**config.mk**
```make
export PLATFORM = sky130hd
export DESIGN_NAME = ray_march_box_hit_test_unit
export DESIGN_NICKNAME = d
export VERILOG_FILES = /design/src/rtl/rmbh_pkg.sv /design/src/rtl/rmbh_box_table.sv /design/src/rtl/rmbh_march_unit.sv /design/src/rtl/rmbh_ctrl.sv /design/src/rtl/ray_march_box_hit_test_unit.sv
export SDC_FILE = /design/constraint.sdc
export NUM_CORES = 2
export LEC_CHECK = 0
export BUFFER_PORTS_ARGS = -buffer_cell sky130_fd_sc_hd__buf_2
export CAP_MARGIN = 20
export CORE_MARGIN = 4
export CORE_UTILIZATION = 59
export DETAILED_ROUTE_END_ITERATION = 8
export GPL_TIMING_DRIVEN = 0
export PLACE_DENSITY = 0.82
export REMOVE_ABC_BUFFERS = 1
export SETUP_SLACK_MARGIN = 0.3
export SYNTH_ARGS = -nofsm -noshare
export SYNTH_HDL_FRONTEND = slang
export SYNTH_SLANG_ARGS = --single-unit
export TNS_END_PERCENT = 10
```
**constraint.sdc**
```tcl
create_clock -name clk_i -period 16.8 [get_ports clk_i]
set_input_delay 0.84 -clock clk_i [delete_from_list [all_inputs] [get_ports clk_i]]
set_output_delay 0.84 -clock clk_i [all_outputs]
set_load 0.05 [all_outputs]
```
**src/rtl/rmbh_pkg.sv**
```systemverilog
`default_nettype none

package rmbh_pkg;

  // Fixed field widths.
  localparam int unsigned STEP_W   = 10;
  localparam int unsigned MARGIN_W = 8;
  localparam int unsigned NBOX_W   = 5;
  localparam int unsigned SLOT_W   = 4;
  localparam int unsigned CFG_IDX_W = 3;

  // Command codes.
  localparam logic CMD_LOAD = 1'b0;
  localparam logic CMD_CAST = 1'b1;

  // Configuration register indexes.
  localparam logic [CFG_IDX_W-1:0] CFG_MARCH_STEPS  = 3'd0;
  localparam logic [CFG_IDX_W-1:0] CFG_Y_OFFSET     = 3'd1;
  localparam logic [CFG_IDX_W-1:0] CFG_HIT_MARGIN   = 3'd2;
  localparam logic [CFG_IDX_W-1:0] CFG_BOXES_IN_USE = 3'd3;
  localparam logic [CFG_IDX_W-1:0] CFG_CHECK_ARMED  = 3'd4;

  // Reset values of the configuration registers.
  localparam logic [STEP_W-1:0]   MARCH_STEPS_RST  = 10'd300;
  localparam int                  Y_OFFSET_RST     = 5632;
  localparam logic [MARGIN_W-1:0] HIT_MARGIN_RST   = 8'd13;
  localparam logic [NBOX_W-1:0]   BOXES_IN_USE_RST = 5'd0;
  localparam logic                CHECK_ARMED_RST  = 1'b1;

  // Sequencer states.
  typedef enum logic [4:0] {
    ST_IDLE  = 5'b00001,
    ST_SCAN  = 5'b00010,
    ST_PREP  = 5'b00100,
    ST_MARCH = 5'b01000,
    ST_DONE  = 5'b10000
  } rmbh_state_e;

  // Commands from the sequencer to the march unit and the box table.
  typedef struct packed {
    logic start_cast;
    logic fetch;
    logic prep;
    logic advance;
  } rmbh_ctl_t;

  // Result handling requests from the sequencer.
  typedef struct packed {
    logic load;
    logic hit;
    logic disarm;
  } rmbh_res_t;

endpackage

`default_nettype wire

```
**src/rtl/rmbh_box_table.sv**
```systemverilog
`default_nettype none

module rmbh_box_table import rmbh_pkg::*; #(
  parameter int unsigned MAX_BOXES  = 16,
  parameter int unsigned COORD_BITS = 20,
  parameter int unsigned IDX_W      = 4
) (
  input  logic                    clk_i,
  input  logic                    rst_ni,
  input  logic                    wr_en_i,
  input  logic [IDX_W-1:0]        wr_addr_i,
  input  logic [3*COORD_BITS-1:0] wr_center_i,
  input  logic [3*COORD_BITS-1:0] wr_size_i,
  input  logic                    wr_armed_i,
  input  logic                    rd_en_i,
  input  logic [IDX_W-1:0]        rd_addr_i,
  input  logic                    disarm_i,
  output logic [3*COORD_BITS-1:0] rd_center_o,
  output logic [3*COORD_BITS-1:0] rd_size_o,
  output logic                    armed_o
);

  localparam int unsigned VEC_W = 3 * COORD_BITS;

  logic [2*VEC_W-1:0]   mem_q [MAX_BOXES];
  logic [2*VEC_W-1:0]   rd_q;
  logic [MAX_BOXES-1:0] armed_q;

  // Box geometry memory: one write port, one registered read port.
  always_ff @(posedge clk_i) begin
    if (wr_en_i) begin
      mem_q[wr_addr_i] <= {wr_size_i, wr_center_i};
    end
    if (rd_en_i) begin
      rd_q <= mem_q[rd_addr_i];
    end
  end

  assign rd_center_o = rd_q[VEC_W-1:0];
  assign rd_size_o   = rd_q[2*VEC_W-1:VEC_W];

  // Armed bits are flip-flops so that reset clears them at once.
  always_ff @(posedge clk_i or negedge rst_ni) begin
    if (!rst_ni) begin
      armed_q <= '0;
    end else if (wr_en_i) begin
      armed_q[wr_addr_i] <= wr_armed_i;
    end else if (disarm_i) begin
      armed_q[rd_addr_i] <= 1'b0;
    end
  end

  assign armed_o = armed_q[rd_addr_i];

endmodule

`default_nettype wire

```
**src/rtl/rmbh_march_unit.sv**
```systemverilog
`default_nettype none

module rmbh_march_unit import rmbh_pkg::*; #(
  parameter int unsigned COORD_BITS = 20
) (
  input  logic                         clk_i,
  input  rmbh_ctl_t                    ctl_i,
  input  logic [3*COORD_BITS-1:0]      org_i,
  input  logic [3*COORD_BITS-1:0]      dir_i,
  input  logic [3*COORD_BITS-1:0]      center_i,
  input  logic [3*COORD_BITS-1:0]      size_i,
  input  logic signed [COORD_BITS-1:0] y_offset_i,
  input  logic [MARGIN_W-1:0]          hit_margin_i,
  output logic                         hit_o,
  output logic [3*COORD_BITS-1:0]      point_o
);

  localparam int unsigned C = COORD_BITS;

  logic signed [C-1:0] base_q [3];
  logic signed [C-1:0] dir_q  [3];
  logic signed [C-1:0] p_q    [3];
  logic signed [C:0]   cadj_q [3];
  logic signed [C:0]   lim_q  [3];
  logic signed [C+2:0] diff   [3];
  logic signed [C+2:0] lim_x  [3];
  logic [2:0]          in_box;
  logic signed [C:0]   margin2;

  // Twice the margin, as a small positive signed value.
  assign margin2 = (C+1)'($signed({1'b0, hit_margin_i, 1'b0}));

  // Point register and per-box bounds. The Y offset is folded into the
  // Y center, so the test compares the point against adjusted centers.
  always_ff @(posedge clk_i) begin
    for (int j = 0; j < 3; j++) begin
      if (ctl_i.start_cast) begin
        base_q[j] <= $signed(org_i[j*C +: C]) + $signed(dir_i[j*C +: C]);
        dir_q[j]  <= $signed(dir_i[j*C +: C]);
      end
      if (ctl_i.prep) begin
        p_q[j]   <= base_q[j] + dir_q[j];
        lim_q[j] <= (C+1)'($signed(size_i[j*C +: C])) + margin2;
        if (j == 1) begin
          cadj_q[j] <= (C+1)'($signed(center_i[j*C +: C])) - (C+1)'(y_offset_i);
        end else begin
          cadj_q[j] <= (C+1)'($signed(center_i[j*C +: C]));
        end
      end else if (ctl_i.advance) begin
        p_q[j] <= p_q[j] + dir_q[j];
      end
    end
  end

  // Strict inside test per axis: |2(p - c)| < s + 2m.
  always_comb begin
    for (int j = 0; j < 3; j++) begin
      diff[j]   = ((C+3)'(p_q[j]) - (C+3)'(cadj_q[j])) <<< 1;
      lim_x[j]  = (C+3)'(lim_q[j]);
      in_box[j] = (diff[j] < lim_x[j]) && ((-diff[j]) < lim_x[j]);
    end
  end

  assign hit_o   = &in_box;
  assign point_o = {p_q[2], p_q[1], p_q[0]};

endmodule

`default_nettype wire

```
**src/rtl/rmbh_ctrl.sv**
```systemverilog
`default_nettype none

module rmbh_ctrl import rmbh_pkg::*; #(
  parameter int unsigned MAX_BOXES = 16,
  parameter int unsigned CNT_W     = 5
) (
  input  logic              clk_i,
  input  logic              rst_ni,
  input  logic              in_valid_i,
  input  logic              cmd_i,
  output logic              in_ready_o,
  input  logic [STEP_W-1:0] march_steps_i,
  input  logic [NBOX_W-1:0] boxes_in_use_i,
  input  logic              check_armed_i,
  input  logic              armed_i,
  input  logic              hit_i,
  input  logic              out_valid_i,
  input  logic              out_ready_i,
  output rmbh_ctl_t         ctl_o,
  output rmbh_res_t         res_o,
  output logic [CNT_W-1:0]  cnt_o,
  output logic [STEP_W-1:0] step_o
);

  rmbh_state_e       state_q, state_d;
  logic [CNT_W-1:0]  cnt_q, cnt_d;
  logic [STEP_W-1:0] k_q, k_d;
  logic              hit_q, hit_d;
  logic              box_ok;
  logic              skip_box;

  // Box index is within the boxes in use and within the table.
  assign box_ok   = (int'(cnt_q) < int'(boxes_in_use_i)) && (int'(cnt_q) < MAX_BOXES);
  assign skip_box = (check_armed_i && !armed_i) || (march_steps_i == '0);

  // Sequencer: walk boxes, then march each tested box one step a cycle.
  always_comb begin
    state_d    = state_q;
    cnt_d      = cnt_q;
    k_d        = k_q;
    hit_d      = hit_q;
    ctl_o      = '0;
    res_o      = '0;
    res_o.hit  = hit_q;
    in_ready_o = 1'b0;
    unique case (state_q)
      ST_IDLE: begin
        in_ready_o = 1'b1;
        if (in_valid_i && (cmd_i == CMD_CAST)) begin
          ctl_o.start_cast = 1'b1;
          cnt_d   = '0;
          hit_d   = 1'b0;
          state_d = ST_SCAN;
        end
      end
      ST_SCAN: begin
        if (!box_ok) begin
          state_d = ST_DONE;
        end else if (skip_box) begin
          cnt_d = CNT_W'(cnt_q + 1'b1);
        end else begin
          ctl_o.fetch = 1'b1;
          state_d = ST_PREP;
        end
      end
      ST_PREP: begin
        ctl_o.prep = 1'b1;
        k_d     = '0;
        state_d = ST_MARCH;
      end
      ST_MARCH: begin
        if (hit_i) begin
          hit_d        = 1'b1;
          res_o.disarm = check_armed_i;
          state_d      = ST_DONE;
        end else if (k_q == march_steps_i - 1'b1) begin
          cnt_d   = CNT_W'(cnt_q + 1'b1);
          state_d = ST_SCAN;
        end else begin
          k_d = k_q + 1'b1;
          ctl_o.advance = 1'b1;
        end
      end
      ST_DONE: begin
        if (!out_valid_i || out_ready_i) begin
          res_o.load = 1'b1;
          state_d    = ST_IDLE;
        end
      end
      default: begin
        state_d = ST_IDLE;
      end
    endcase
  end

  always_ff @(posedge clk_i or negedge rst_ni) begin
    if (!rst_ni) begin
      state_q <= ST_IDLE;
      cnt_q   <= '0;
      k_q     <= '0;
      hit_q   <= 1'b0;
    end else begin
      state_q <= state_d;
      cnt_q   <= cnt_d;
      k_q     <= k_d;
      hit_q   <= hit_d;
    end
  end

  assign cnt_o  = cnt_q;
  assign step_o = k_q;

endmodule

`default_nettype wire

```
**src/rtl/ray_march_box_hit_test_unit.sv**
```systemverilog
// Ray march box hit test.
// Input channel (in_valid_i/in_ready_o): a beat is a load or a cast. A load
// writes one box (center, size, armed bit) into the table and gives no
// result. A cast marches a ray through the boxes in use in table order and
// gives exactly one result beat on the output channel
// (out_valid_o/out_ready_i), with the first box hit or a miss.
// For each box a cast either skips it or fetches its geometry, prepares the
// bounds and marches it. The march unit tests one point per cycle. The
// block takes no new beat while a cast runs; it takes the next beat while
// a result waits.
// Configuration (cfg_valid_i/cfg_ready_o) is always ready and must only be
// written while the block is idle.
// Reset clears the armed bits and restores the register defaults; box
// geometry is undefined until loaded. A stalled receiver holds the result
// register, and a finished cast waits for it before the block goes idle.
`default_nettype none

module ray_march_box_hit_test_unit import rmbh_pkg::*; #(
  parameter int unsigned MAX_BOXES  = 16,
  parameter int unsigned COORD_BITS = 20
) (
  input  logic                         clk_i,
  input  logic                         rst_ni,
  input  logic                         in_valid_i,
  output logic                         in_ready_o,
  input  logic                         cmd_i,
  input  logic [SLOT_W-1:0]            box_slot_i,
  input  logic signed [COORD_BITS-1:0] vec_a_x_i,
  input  logic signed [COORD_BITS-1:0] vec_a_y_i,
  input  logic signed [COORD_BITS-1:0] vec_a_z_i,
  input  logic signed [COORD_BITS-1:0] vec_b_x_i,
  input  logic signed [COORD_BITS-1:0] vec_b_y_i,
  input  logic signed [COORD_BITS-1:0] vec_b_z_i,
  input  logic                         armed_flag_i,
  output logic                         out_valid_o,
  input  logic                         out_ready_i,
  output logic                         was_hit_o,
  output logic [SLOT_W-1:0]            hit_slot_o,
  output logic [STEP_W-1:0]            hit_step_o,
  output logic signed [COORD_BITS-1:0] point_x_o,
  output logic signed [COORD_BITS-1:0] point_y_o,
  output logic signed [COORD_BITS-1:0] point_z_o,
  input  logic                         cfg_valid_i,
  output logic                         cfg_ready_o,
  input  logic [CFG_IDX_W-1:0]         cfg_index_i,
  input  logic [COORD_BITS-1:0]        cfg_data_i
);

  localparam int unsigned C     = COORD_BITS;
  localparam int unsigned IDX_W = (MAX_BOXES > 1) ? $clog2(MAX_BOXES) : 1;
  localparam int unsigned CNT_W = $clog2(MAX_BOXES + 1);

  logic [STEP_W-1:0]   march_steps_q;
  logic signed [C-1:0] y_offset_q;
  logic [MARGIN_W-1:0] hit_margin_q;
  logic [NBOX_W-1:0]   boxes_in_use_q;
  logic                check_armed_q;

  rmbh_ctl_t         ctl;
  rmbh_res_t         res;
  logic [CNT_W-1:0]  cnt;
  logic [STEP_W-1:0] step;
  logic              armed;
  logic              hit;
  logic              load_wr;
  logic [3*C-1:0]    org;
  logic [3*C-1:0]    dir;
  logic [3*C-1:0]    rd_center;
  logic [3*C-1:0]    rd_size;
  logic [3*C-1:0]    point;

  logic                out_valid_q;
  logic                was_hit_q;
  logic [SLOT_W-1:0]   hit_slot_q;
  logic [STEP_W-1:0]   hit_step_q;
  logic signed [C-1:0] point_x_q;
  logic signed [C-1:0] point_y_q;
  logic signed [C-1:0] point_z_q;

  // Configuration registers.
  assign cfg_ready_o = 1'b1;

  always_ff @(posedge clk_i or negedge rst_ni) begin
    if (!rst_ni) begin
      march_steps_q  <= MARCH_STEPS_RST;
      y_offset_q     <= C'(Y_OFFSET_RST);
      hit_margin_q   <= HIT_MARGIN_RST;
      boxes_in_use_q <= BOXES_IN_USE_RST;
      check_armed_q  <= CHECK_ARMED_RST;
    end else if (cfg_valid_i) begin
      unique case (cfg_index_i)
        CFG_MARCH_STEPS:  march_steps_q  <= cfg_data_i[STEP_W-1:0];
        CFG_Y_OFFSET:     y_offset_q     <= $signed(cfg_data_i);
        CFG_HIT_MARGIN:   hit_margin_q   <= cfg_data_i[MARGIN_W-1:0];
        CFG_BOXES_IN_USE: boxes_in_use_q <= cfg_data_i[NBOX_W-1:0];
        CFG_CHECK_ARMED:  check_armed_q  <= cfg_data_i[0];
        default: ;
      endcase
    end
  end

  // A load beat writes the table when its slot exists.
  assign load_wr = in_valid_i && in_ready_o && (cmd_i == CMD_LOAD) &&
                   (int'(box_slot_i) < MAX_BOXES);
  assign org = {vec_a_z_i, vec_a_y_i, vec_a_x_i};
  assign dir = {vec_b_z_i, vec_b_y_i, vec_b_x_i};

  rmbh_ctrl #(
    .MAX_BOXES (MAX_BOXES),
    .CNT_W     (CNT_W)
  ) u_ctrl (
    .clk_i          (clk_i),
    .rst_ni         (rst_ni),
    .in_valid_i     (in_valid_i),
    .cmd_i          (cmd_i),
    .in_ready_o     (in_ready_o),
    .march_steps_i  (march_steps_q),
    .boxes_in_use_i (boxes_in_use_q),
    .check_armed_i  (check_armed_q),
    .armed_i        (armed),
    .hit_i          (hit),
    .out_valid_i    (out_valid_q),
    .out_ready_i    (out_ready_i),
    .ctl_o          (ctl),
    .res_o          (res),
    .cnt_o          (cnt),
    .step_o         (step)
  );

  rmbh_box_table #(
    .MAX_BOXES  (MAX_BOXES),
    .COORD_BITS (COORD_BITS),
    .IDX_W      (IDX_W)
  ) u_box_table (
    .clk_i       (clk_i),
    .rst_ni      (rst_ni),
    .wr_en_i     (load_wr),
    .wr_addr_i   (IDX_W'(box_slot_i)),
    .wr_center_i (org),
    .wr_size_i   (dir),
    .wr_armed_i  (armed_flag_i),
    .rd_en_i     (ctl.fetch),
    .rd_addr_i   (cnt[IDX_W-1:0]),
    .disarm_i    (res.disarm),
    .rd_center_o (rd_center),
    .rd_size_o   (rd_size),
    .armed_o     (armed)
  );

  rmbh_march_unit #(
    .COORD_BITS (COORD_BITS)
  ) u_march_unit (
    .clk_i        (clk_i),
    .ctl_i        (ctl),
    .org_i        (org),
    .dir_i        (dir),
    .center_i     (rd_center),
    .size_i       (rd_size),
    .y_offset_i   (y_offset_q),
    .hit_margin_i (hit_margin_q),
    .hit_o        (hit),
    .point_o      (point)
  );

  // Result register: holds a beat until the receiver takes it.
  always_ff @(posedge clk_i or negedge rst_ni) begin
    if (!rst_ni) begin
      out_valid_q <= 1'b0;
    end else if (res.load) begin
      out_valid_q <= 1'b1;
    end else if (out_ready_i) begin
      out_valid_q <= 1'b0;
    end
  end

  always_ff @(posedge clk_i) begin
    if (res.load) begin
      was_hit_q  <= res.hit;
      hit_slot_q <= res.hit ? SLOT_W'(cnt) : '0;
      hit_step_q <= res.hit ? step : '0;
      point_x_q  <= res.hit ? $signed(point[0*C +: C]) : '0;
      point_y_q  <= res.hit ? $signed(point[1*C +: C]) : '0;
      point_z_q  <= res.hit ? $signed(point[2*C +: C]) : '0;
    end
  end

  assign out_valid_o = out_valid_q;
  assign was_hit_o   = was_hit_q;
  assign hit_slot_o  = hit_slot_q;
  assign hit_step_o  = hit_step_q;
  assign point_x_o   = point_x_q;
  assign point_y_o   = point_y_q;
  assign point_z_o   = point_z_q;

endmodule

`default_nettype wire

```
Word-level counts from Yosys, hierarchy flattened
Memory sizes are Yosys's and may differ from the RTL's. A register that Yosys moved wholly into a read port is not among the register bits.
Index checks and enable logic that the tools add are counted.
- bitwise operators: 6
- equal/unequal tests: 20
- add/sub/neg operators: 22
- $lt $le $gt $ge: 12
- reductions and logical operators: 31
- muxes and demuxes: 56
- operator list (cell ; number):
    $add A20 B20 Y20 ; 9
    $lt A23 B21 Y1 ; 6
    $neg A23 Y23 ; 3
    $sub A20 B21 Y22 ; 3
    $add A20 B10 Y21 ; 3
    $mux W20 ; 3
    $mux W5 ; 11
    $mux W16 ; 2
    $mux W1 ; 30
    $pmux W5 S5 ; 1
    $sub A20 B20 Y21 ; 1
    $mux W10 ; 2
    $pmux W10 S2 ; 1
    $and A16 B16 Y16 ; 1
    $bwmux W16 ; 1
    $not A16 Y16 ; 1
    $pmux W5 S3 ; 1
    $add A10 B1 Y10 const B ; 1
    $eq A10 B10 Y1 ; 1
    $logic_and A1 B1 Y1 ; 10
    $logic_not A10 Y1 ; 1
    $lt A4 B5 Y1 const B ; 2
    $ne A2 B1 Y1 const B ; 5
    $reduce_and A2 Y1 ; 5
    29 further kinds ; 43
- bits in writable memories: 2226
- register bits after elaboration: 157
- memories: 6
- logic and storage cells: 170
- memories (memory ; depth ; width ; rd ports ; clocked after Yosys merged registers in ; write ports ; line ; source):
    u_box_table.mem_q ; 16 ; 120 ; 1 ; 1 ; 1 ; rmbh_box_table.sv:25 ; logic [2*VEC_W-1:0] mem_q [MAX_BOXES];
    u_march_unit.cadj_q ; 3 ; 21 ; 3 ; 0 ; 3 ; rmbh_march_unit.sv:23 ; logic signed [C:0] cadj_q [3];
    u_march_unit.lim_q ; 3 ; 21 ; 3 ; 0 ; 3 ; rmbh_march_unit.sv:24 ; logic signed [C:0] lim_q [3];
    u_march_unit.base_q ; 3 ; 20 ; 3 ; 0 ; 3 ; rmbh_march_unit.sv:20 ; logic signed [C-1:0] base_q [3];
    u_march_unit.dir_q ; 3 ; 20 ; 3 ; 0 ; 3 ; rmbh_march_unit.sv:21 ; logic signed [C-1:0] dir_q [3];
    u_march_unit.p_q ; 3 ; 20 ; 3 ; 0 ; 3 ; rmbh_march_unit.sv:22 ; logic signed [C-1:0] p_q [3];

Depth between registers and ports, before layout
An unclocked memory read counts as a cell.
- depth after elaboration: 12
- depth in mapped cells: 39
- depth with buffers taken out: 37

By module
A second synthesis with hierarchy kept.
- cell total of the unflattened synthesis: 6123
- area, all modules: 107370.5 um^2
- modules (own cells, without submodules) (module ; cells an instance ; times used ; area an instance (um^2)):
    rmbh_box_table ; 3161 ; 1 ; 76181.8
    rmbh_march_unit ; 2509 ; 1 ; 24958.9
    ray_march_box_hit_test_unit ; 261 ; 1 ; 4588.2
    rmbh_ctrl ; 192 ; 1 ; 1641.6

Least setup slack after synthesis
Ideal clock, no wire load.
- kind: flip-flop to flip-flop
- start point: reg u_ctrl.state_q[4]
- end point: mem u_march_unit.p_q[0][0] (netlist name) (enable)
- arrival: 12.768 ns
- setup time: 0.396 ns
- cell stages (with the launch flop): 5
- path slack: 3.636 ns
- clock period less this slack: 13.164 ns
- buffers on the path: 0
- path through: dfrtp_1 > or3_1 > nor3b_1 > inv_1 > nand2_2
- RTL lines (element ; line ; source):
    start, declared ; rmbh_ctrl.sv:25 ; rmbh_state_e state_q, state_d;
    start signal, assigned ; rmbh_ctrl.sv:103 ; state_q <= state_d;
    end, declared ; rmbh_march_unit.sv:22 ;

==> flow_metrics.tcl <==
set metrics [dict create \
    status "finished, final reports clean" \
    fp.dieH_um 434.0 \
    fin_tns_setup_ns 0 \
    crit_arrival_ns 11.93 \
    core_um2 180500 \
    worst-path-max-fanout 24 \
    maxCapViolations 0 \
    rows 156 \
    synthToLayoutAreaGrowth_pct 14.38 \
    path_clk_slew_ns 0.06 \
    cts_buffers 239 \
    grt_pass1_vias 60449 \
    start_util 0.5931 \
    maxSlewHeadroom 0.2250 \
    drive_above_1_share 0.2441 \
    nets 6860 \
    vias 59071 \
    antenna_found_initial 24 \
    drt-pass1-iter-count 6 \
    avgViaCountPerCell 6.627 \
    start_kind "register" \
    cts.htree.levels 4 \
    place.gp.congestion 0.8537 \
    timing.rr.end "u_march_unit.p_q[2][18]$_DFFE_PP_" \
    cts-resized-gates 0 \
    whs_endpoint "y_offset_q[11]$_DFFE_PN0P_" \
    p_per_area_nw_per_um2 126.9 \
    worstHoldPathType "primary input to register" \
    drt_iter0_drc 7812 \
    path_buf_inv 3 \
    fin_crit_ns 11.19 \
    hold_ws_ns 0.1743 \
    ios 232 \
    max_stage_delay_ns 0.94 \
    hold_viol 0 \
    dominantRegCellSynth "edfxtp_1" \
    cp_common_cell "ha_1" \
    utilization 0.6784 \
    dieArea_um2 188400 \
    port_buffers 230 \
    clk_path_buf_depth 3 \
    yosys.cell_types.count 96 \
    routed_wl_um 269200 \
    synthMostInstantiatedCell "edfxtp_1" \
    synth_top_cells_by_count "2419 x edfxtp_1, 605 x mux4_2, 362 x ha_1" \
    r2r_cells 34 \
    ir_worst_vdd_mv 0.1109 \
    tightest_slew_ns 1.156 \
    yosysWarnings 0 \
    skew_ns 0.04975 \
    cts-root-buf "clkbuf_16" \
    crit_type "register to register" \
    synth_area_leader_cell "edfxtp_1" \
    grt_usage 0.2892 \
    ff2ff_setup_slack_ns 5.61 \
    synth_area_per_cell_um2 18.42 \
    fmax_mhz 89.33 \
    synth_top_area_frac 0.6784 \
    place_ws_ns 5.933 \
    synth_area_leaders "edfxtp_1 68%, mux4_2 13%, ha_1 4.2%, xnor2_1 1.7%, dfrtp_1 1.6%" \
    grt-ovfl-total 0 \
    finalCritPeriodShare 0.6664 \
    clock-sinks 2501 \
    slew_violations 0 \
    grt_first_pass_wirelength_um 399100 \
    crit_family "compound AO/OA/AOI/OAI gates" \
    synth-async-reset-ratio 0.03279 \
    worst_slack_ns 5.605 \
    clk_latency_ns 0.89 \
    yosysSeqAreaShare 0.6977 \
    chipWidth_um 434.0 \
    leakage_nw 40.97 \
    synth_edf_count 2419 \
    drc_errors 0 \
    grt_max_degree 65 \
    worst_path_max_delay_cell "a211oi_1" \
    cts_tree "built" \
    hold_depth 3 \
    syn_area_um2 107100 \
    wl_per_cell_um 30.19 \
    hpwl_um 171400 \
    rsz0062_at_grt "false" \
    cp.required_ns 17.53 \
    r2r-start "u_march_unit.p_q[0][0]$_DFFE_PP_" \
    setup_violations 0 \
    ant_nets 0 \
    postSynthCellCount 5813 \
    min-delay-start "cfg_data_i[11]" \
    ys_ff_latch 2501 \
    end_kind "register" \
]
## worst min-delay path: cells and delay by family
family | cells | cell delay [ns]
compound gates | 1 | 0.06
buf+inv | 1 | 0.07
simple gates | 1 | 0.04
## cell families after synthesis
group,synth area share
flip-flops,0.6977
AND/OR/NAND/NOR,0.04264
multiplexers,0.1361
AO/OA/AOI/OAI,0.03968
buffers and inverters,0.01705
adder cells (fa/ha/maj),0.04473
XOR/XNOR,0.02208
other,0.00003502
## where the power goes
group          internal (mW)  switching, mW  leakage (nW)  total [mW]
Clock                   3.09           2.37          3.83        5.45
Sequential              7.14          0.140          22.8        7.28
Combinational           1.36           1.44          14.3        2.80
Total                   11.6           3.95          41.0        15.5
## worst max path at each step
stage	to	start	cells past startpoint
2_1_floorplan	u_box_table.rd_q[0]$_DFFE_PP_	u_ctrl.cnt_o[0]$_DFFE_PN0P_	4
4_1_cts	u_march_unit.p_q[2][18]$_DFFE_PP_	u_march_unit.p_q[0][0]$_DFFE_PP_	34
6_report	u_march_unit.p_q[2][18]$_DFFE_PP_	u_march_unit.p_q[0][0]$_DFFE_PP_	34
3_5_place_dp	u_march_unit.p_q[0][18]$_DFFE_PP_	u_march_unit.p_q[0][0]$_DFFE_PP_	34
5_1_grt	u_march_unit.p_q[2][18]$_DFFE_PP_	u_march_unit.p_q[0][0]$_DFFE_PP_	34
3_3_place_gp	u_box_table.rd_q[14]$_DFFE_PP_	u_ctrl.cnt_o[0]$_DFFE_PN0P_	4
## layer usage
layer | wire length [um] | part of all wire | GRT usage | vias up
li1 | - | - | - | 24393
met1 | 99420 | 0.37 | 0.3962 | 30333
met2 | 133600 | 0.50 | 0.4720 | 3635
met3 | 25690 | 0.095 | 0.05349 | 686
met4 | 10250 | 0.038 | 0.1049 | 24
met5 | 168 | 0.00062 | 0 | -
## layout by cell type (no fill, tap or decap), types with 43 or more instances in the layout
master,instances
edfxtp_1,2419
o21a_1,47
mux4_2,605
buf_2,230
clkinv_2,43
mux2_2,77
nor3_1,74
nand2b_1,44
buf_6,94
ha_1,362
buf_12,78
and2_1,82
inv_1,289
nand2_1,134
xor2_1,62
dfrtp_1,65
xnor2_1,208
o21ai_0,150
nor2_1,201
a21oi_1,155
clkbuf_16,241
nand3_1,81
a21o_1,72
## timing repair
action	CTS	global route
hold buffers	1	0
hold endpoints to repair	16	0
setup buffers	0	0
## cell type report
class / instances / area [um2]
fill: 10744 / 58070
multi-input combinational: 2840 / 30710
timing repair buffer: 460 / 5017
tap: 2370 / 2965
antenna: 11 / 27.53
sequential: 2501 / 74730
inverter: 289 / 1085
clock buffer: 291 / 6292
clock inverter: 152 / 1652
## per-stage QoR
step	instance area, um2	total power [mW]	instances
floorplan	106300	10.43	5630
global placement	110500	10.95	8230
detailed placement	114500	10.15	8458
CTS	122400	15.60	8902
global route	122500	16.11	8906
finish	122500	15.54	8914
## registers in the layout, summed over array words and instances (netlist names), 8 cells and up
name                 cells
march_steps_q           10
point_y_o               20
u_box_table.armed_q     16
hit_margin_q             8
u_box_table.mem_q     1920
u_box_table.rd_q       120
point_x_o               20
point_z_o               20
u_march_unit.cadj_q     61
u_march_unit.p_q        60
hit_step_o              10
u_march_unit.lim_q      63
u_march_unit.dir_q      60
u_ctrl.step_o           10
y_offset_q              20
u_march_unit.base_q     60
Power figures use the tool's default switching activity.
